`config.mk`:
```
export PLATFORM = sky130hd
export DESIGN_NAME = fdc_dp
export DESIGN_NICKNAME = d
export VERILOG_FILES = /design/src/rtl/core/fdc_pkg.sv /design/src/rtl/core/fdc_dp.sv
export SDC_FILE = /design/constraint.sdc
export NUM_CORES = 2
export LEC_CHECK = 0
export BUFFER_PORTS_ARGS = -buffer_cell sky130_fd_sc_hd__buf_4
export CORE_ASPECT_RATIO = 1.1
export CORE_MARGIN = 2
export CORE_UTILIZATION = 55
export CTS_CLUSTER_DIAMETER = 120
export DETAILED_ROUTE_END_ITERATION = 10
export HOLD_SLACK_MARGIN = 0.15
export PLACE_DENSITY = 0.72
export REMOVE_ABC_BUFFERS = 1
export SYNTH_ARGS = -nofsm -noshare
export SYNTH_HDL_FRONTEND = slang
export SYNTH_SLANG_ARGS = --single-unit
```
`constraint.sdc`:
```
create_clock -name clk_i -period 8.6 [get_ports clk_i]
set_input_delay 0.43 -clock clk_i [delete_from_list [all_inputs] [get_ports clk_i]]
set_output_delay 0.43 -clock clk_i [all_outputs]
set_load 0.005 [all_outputs]
```
`src/rtl/core/fdc_pkg.sv`:
```
`timescale 1ns / 1ps
// ----------------------------------------------------------------------------
// fdc_pkg: shared constants, types and arithmetic helpers
// Widths, register indexes, Q2.14 scaling and saturation for the comb filter.
// ----------------------------------------------------------------------------
package fdc_pkg;

  // Delay line geometry
  localparam int DELAY_DEPTH = 65536;
  localparam int ADDR_W      = $clog2(DELAY_DEPTH);

  // Field widths
  localparam int SMP_W   = 16;
  localparam int GAIN_W  = 16;
  localparam int DLEN_W  = 17;
  localparam int STORE_W = 18;

  // Fixed point
  localparam int Q_FRAC  = 14;
  localparam int PROD_W  = GAIN_W + STORE_W;   // one gain times one stored value
  localparam int ACC_W   = PROD_W + 1;         // sum of two such terms
  localparam int QUO_W   = ACC_W - Q_FRAC;     // accumulator after /2^14

  // Length compare width: holds both the 17-bit register and the depth
  localparam int CMP_W = (ADDR_W + 1 > DLEN_W) ? ADDR_W + 1 : DLEN_W;

  // Configuration port
  localparam int CFG_IDX_W  = 2;
  localparam int CFG_DATA_W = DLEN_W;

  localparam logic [CFG_IDX_W-1:0] REG_DELAY_LEN = 2'd0;
  localparam logic [CFG_IDX_W-1:0] REG_FB_GAIN   = 2'd1;
  localparam logic [CFG_IDX_W-1:0] REG_FF_GAIN   = 2'd2;
  localparam logic [CFG_IDX_W-1:0] REG_BL_GAIN   = 2'd3;

  // Reset values of the configuration registers
  localparam logic [DLEN_W-1:0]        DLEN_RST = 17'd4410;
  localparam logic signed [GAIN_W-1:0] FB_RST   = -16'sd8192;
  localparam logic signed [GAIN_W-1:0] FF_RST   = 16'sd16384;
  localparam logic signed [GAIN_W-1:0] BL_RST   = 16'sd8192;

  // Saturation bounds, held at quotient width
  localparam logic signed [QUO_W-1:0] STORE_MAX = QUO_W'((2 ** (STORE_W - 1)) - 1);
  localparam logic signed [QUO_W-1:0] STORE_MIN = -QUO_W'(2 ** (STORE_W - 1));
  localparam logic signed [QUO_W-1:0] SMP_MAX   = QUO_W'((2 ** (SMP_W - 1)) - 1);
  localparam logic signed [QUO_W-1:0] SMP_MIN   = -QUO_W'(2 ** (SMP_W - 1));

  // Stage enables from the sequencer to the datapath
  typedef struct packed {
    logic load;      // input transaction taken
    logic mul_en;    // delayed value present, form feedback and feedforward terms
    logic xh_en;     // internal value settled
    logic blend_en;  // output value taken into the output register
  } fdc_ctrl_t;

  // Divide by 2^14, rounding toward zero
  function automatic logic signed [QUO_W-1:0] q14_div(input logic signed [ACC_W-1:0] a);
    logic signed [ACC_W-1:0] s;
    s = a >>> Q_FRAC;
    if (a[ACC_W-1] && (|a[Q_FRAC-1:0])) begin
      s = s + ACC_W'(1);
    end
    return s[QUO_W-1:0];
  endfunction

  function automatic logic signed [STORE_W-1:0] sat_store(input logic signed [QUO_W-1:0] v);
    logic signed [QUO_W-1:0] c;
    c = v;
    if (v > STORE_MAX) begin
      c = STORE_MAX;
    end else if (v < STORE_MIN) begin
      c = STORE_MIN;
    end
    return c[STORE_W-1:0];
  endfunction

  function automatic logic signed [SMP_W-1:0] sat_sample(input logic signed [QUO_W-1:0] v);
    logic signed [QUO_W-1:0] c;
    c = v;
    if (v > SMP_MAX) begin
      c = SMP_MAX;
    end else if (v < SMP_MIN) begin
      c = SMP_MIN;
    end
    return c[SMP_W-1:0];
  endfunction

endpackage

```
`src/rtl/core/fdc_dp.sv`:
```
`timescale 1ns / 1ps
// ----------------------------------------------------------------------------
// fdc_dp: comb filter arithmetic
// Feedback/feedforward products, internal value, blend product and output.
// ----------------------------------------------------------------------------
module fdc_dp (
  input  logic                                  clk_i,
  input  fdc_pkg::fdc_ctrl_t                    ctrl_i,
  input  logic signed [fdc_pkg::SMP_W-1:0]      sample_i,
  input  logic signed [fdc_pkg::STORE_W-1:0]    rd_data_i,
  input  logic                                  rd_valid_i,
  input  logic signed [fdc_pkg::GAIN_W-1:0]     fb_gain_i,
  input  logic signed [fdc_pkg::GAIN_W-1:0]     ff_gain_i,
  input  logic signed [fdc_pkg::GAIN_W-1:0]     bl_gain_i,
  output logic signed [fdc_pkg::STORE_W-1:0]    xh_o,
  output logic signed [fdc_pkg::SMP_W-1:0]      y_o
);
  import fdc_pkg::*;

  logic signed [SMP_W-1:0]   x_q;
  logic signed [STORE_W-1:0] d;
  logic signed [PROD_W-1:0]  fb_prod, ff_prod, bl_prod;
  logic signed [ACC_W-1:0]   acc1_d, acc1_q, acc2;
  logic signed [PROD_W-1:0]  ff_prod_q;
  logic signed [STORE_W-1:0] xh_q;

  // never-written entries read as zero
  assign d = rd_valid_i ? rd_data_i : '0;

  assign fb_prod = fb_gain_i * d;
  assign ff_prod = ff_gain_i * d;
  assign acc1_d  = {{(ACC_W - SMP_W - Q_FRAC){x_q[SMP_W-1]}}, x_q, {Q_FRAC{1'b0}}}
                 + {fb_prod[PROD_W-1], fb_prod};

  always_ff @(posedge clk_i) begin
    if (ctrl_i.load) begin
      x_q <= sample_i;
    end
    if (ctrl_i.mul_en) begin
      acc1_q    <= acc1_d;
      ff_prod_q <= ff_prod;
    end
    if (ctrl_i.xh_en) begin
      xh_q <= xh_o;
    end
  end

  assign xh_o = sat_store(q14_div(acc1_q));

  assign bl_prod = bl_gain_i * xh_q;
  assign acc2    = {ff_prod_q[PROD_W-1], ff_prod_q} + {bl_prod[PROD_W-1], bl_prod};
  assign y_o     = sat_sample(q14_div(acc2));

endmodule

```
==> metrics.md <==
| Metric | Value |
|---|---|
| Hpwl dp | `76310 µm` |
| # setup viols final | `0` |
| Top cells by area, synth | `fa_1 48%, ha_1 9.4%, inv_1 9.4%, edfxtp_1 8.0%, nand2_1 5.5%` |
| Post-synth top area share | `between 40% and 50%` |
| CTS Hold Bufs | `0` |
| Worst setup SP type | `register` |
| Worst Max-Slew Pin Slew | `~1.2 ns` |
| Most used cell, CP | `fa_1` |
| Number of vias per cell | `approximately 5.5` |
| Post-Syn Area | `between 0.03 and 0.04 mm²` |
| CTS tree | `done` |
| Non-filler cells, final | `5023` |
| CP arrival | `between 7 and 8 ns` |
| GRT Resource Usage Total | `between 20% and 30%` |
| #FFs+latches synth | `between 100 and 150` |
| First-pass GRT wire length | `around 150000 µm` |
| Initial DRC count | `1819` |
| Antenna violations before repair | `1` |
| Row count | `roughly 100` |
| Netlist cell types | `between 80 and 90` |
| Placement Cell Area | `0.04026 mm²` |
| DR vias | `27614` |
| Full die area | `0.07212 mm²` |
| CTS Sinks | `between 100 and 150` |
| CP Capture Type | `output port` |
| Post-route ant nets | `0` |
| Routed len/inst | `roughly 18 µm` |
| Slowest cell on the critical path | `fa_1` |
| Nets | `around 5400` |
| Slew headroom | `around 17%` |
| Hold Vio Cnt, Final | `0` |
| Mapped Cells | `4042` |
| Type of the worst setup path | `register to output port` |
| Layout Skew | `approximately 0.021 ns` |
| EDFF count, synth | `around 100` |
| Setup WS pre-CTS | `roughly 0.14 ns` |
| Starting density of the core | `55.69%` |
| Die Ht | `roughly 280 µm` |
| GRT overflow | `0` |
| Number of global-route vias before repair | `30097` |
| I/O Buffers | `120` |
| GPL Wtd Cong | `between 0.9 and 1` |
| Boundary Pins | `around 120` |
| TritonCTS Buffers | `9` |
| Hold Path Class | `input port to register` |
| Slowest stage delay, CP | `0.55 ns` |
| Yosys warns | `0` |
| Htree depth | `3` |
| Avg Cell Area, Syn | `between 9 and 10 µm²` |
| Maxcap violations | `0` |
| DRC | `0` |
| Largest net degree at the start of global routing | `88` |
| CTS root buffer | `clkbuf_16` |
| Area delta synth->final | `7.093%` |
| Finished Cell Area | `between 0.04 and 0.05 mm²` |
| Worst-Skew Late Latency | `just over 0.4 ns` |
| Clock buffer depth | `2` |
| Slew Limit Fails | `0` |
| CP Max Fanout | `10` |
| Reg clk slew, reported paths | `0.09 ns` |
| Setup TNS Final | `0 ns` |
| Drt pass-1 iters | `5` |
| Overall routed net length | `~90000 µm` |
| Core Footprint | `approximately 0.07 mm²` |
| Final setup margin | `between 0.2 and 0.3 ns` |
| Yosys top cell by area | `fa_1` |
| Final worst path period share | `about 97%` |
| Placed cell count | `between 4000 and 5000` |
| Fin crit period | `about 8.3 ns` |
| Post-synthesis sequential area ratio | `8.035%` |
| Synth Flop Type | `edfxtp_1` |
| FMAX | `~120 MHz` |
| Ys async rst share | `0%` |
| Die width | `256.2 µm` |
| Worst Path Required | `slightly above 8 ns` |
| Status | `finished clean` |
| Share of cells above drive strength 1 | `about 8%` |
-- final timing paths --
check	depth (start not counted)	slack, ns	start	to
setup reg to reg	21	2.42	x_q[1]	acc1_q[33]
setup / recovery	26	0.25	xh_q[6]	y_o[1]
hold reg to reg	2	0.85	acc1_q[16]	xh_q[2]
hold / removal	1	0.19	sample_i[3]	x_q[3]
-- flip-flops by register name, summed over array words and instances (netlist names) --
| register | cells |
|---|---|
| ff_prod_q | 34 |
| acc1_q | 35 |
| x_q | 16 |
| xh_q | 18 |
-- synthesized netlist by cell type, types with 4 or more instances --
| cell | instances |
|---|---|
| inv_1 | 962 |
| fa_1 | 930 |
| nand2_1 | 567 |
| ha_1 | 289 |
| and3_1 | 224 |
| clkbuf_1 | 167 |
| and2_1 | 149 |
| edfxtp_1 | 103 |
| xnor2_1 | 84 |
| a21oi_1 | 80 |
| nor2_1 | 72 |
| o21ai_0 | 64 |
| xor2_1 | 45 |
| a21o_1 | 34 |
| nand3_1 | 28 |
| nand2b_1 | 16 |
| nand4_1 | 15 |
| nor3_1 | 14 |
| o21bai_1 | 14 |
| o21a_1 | 12 |
| o21ai_2 | 10 |
| buf_1 | 9 |
| nor4_1 | 8 |
| o211ai_1 | 8 |
| a31oi_1 | 7 |
| nor2b_1 | 7 |
| or3_1 | 7 |
| a211oi_1 | 6 |
| or2_2 | 6 |
| mux2i_1 | 5 |
| o311ai_1 | 5 |
| a2111oi_0 | 4 |
| a211o_1 | 4 |
| nand3b_1 | 4 |
| nor3b_1 | 4 |
-- layout by cell type, fill, tap and decap left out, types with 8 or more instances in the layout --
cell / netlist / layout
o21ai_0: 64 / 62
nand2_1: 567 / 564
a21o_1: 34 / 34
o21ai_2: 10 / 10
nand3_1: 28 / 26
o21bai_1: 14 / 12
and3_1: 224 / 224
nor2_1: 72 / 67
clkbuf_16: 0 / 9
nor3_1: 14 / 12
nand4_1: 15 / 15
inv_1: 962 / 959
and2_1: 149 / 144
buf_6: 2 / 9
nand2b_1: 16 / 16
fa_1: 930 / 928
o211ai_1: 8 / 8
a21oi_1: 80 / 74
buf_4: 0 / 206
nor4_1: 8 / 8
edfxtp_1: 103 / 103
ha_1: 289 / 279
o21a_1: 12 / 12
xnor2_1: 84 / 83
xor2_1: 45 / 42
-- timing repair --
| item | in CTS | in global routing |
|---|---|---|
| setup buffers | 17 | 26 |
| resized for setup | 3 | 76 |
| pin swaps | 0 | 24 |
| endpoints found under the setup margin | 15 | 15 |
-- metal layers --
metal | GRT usage [%] | share of wire (%)
met5 | 0 | 0
met4 | 10.65 | 4.3
met3 | 3.254 | 5.9
met2 | 46.05 | 50
met1 | 34.10 | 40
-- logic make-up (layout without fill, tap and decap cells) --
group                    after synthesis  count (layout)  synth area share (%)
adder cells (fa/ha/maj)             1219            1219                 57.76
other                                  0               1                     0
flip-flops                           103             103                 8.035
XOR/XNOR                             130             130                 2.977
AO/OA/AOI/OAI                        298             298                 5.220
multiplexers                           6               6                0.1593
buffers and inverters               1142            1195                 11.18
AND/OR/NAND/NOR                     1144            1144                 14.67
-- final cells by class --
| class | count | area, µm² |
|---|---|---|
| inverters | 963 | 3617 |
| repair buffers | 216 | 1668 |
| well taps | 927 | 1160 |
| clock inverters | 6 | 50.05 |
| diodes | 1 | 2.502 |
| fillers | 5962 | 27900 |
| flip-flops and latches | 103 | 3093 |
| multi-input cells | 2797 | 31400 |
| clock buffers | 10 | 229.0 |
-- stage by stage --
stage	hold WS [ns]	utilization (%)
after floorplan	0.5289	-
after global placement	0.6080	58.25
after detailed placement	0.6097	58.25
after CTS	0.1735	58.86
after global routing	0.1830	59.63
final	0.1884	59.64
-- worst max-delay path: cells and delay by family (launching register included) --
family	cells	cell delay, ns
buf+inv	6	0.81
simple gates	6	0.95
compound gates	7	1.92
fa+ha+maj	7	3.33
flops	1	0.50
Power is not shown: default switching activity piles up to over one toggle a cycle in this logic, so the estimate is an artifact.
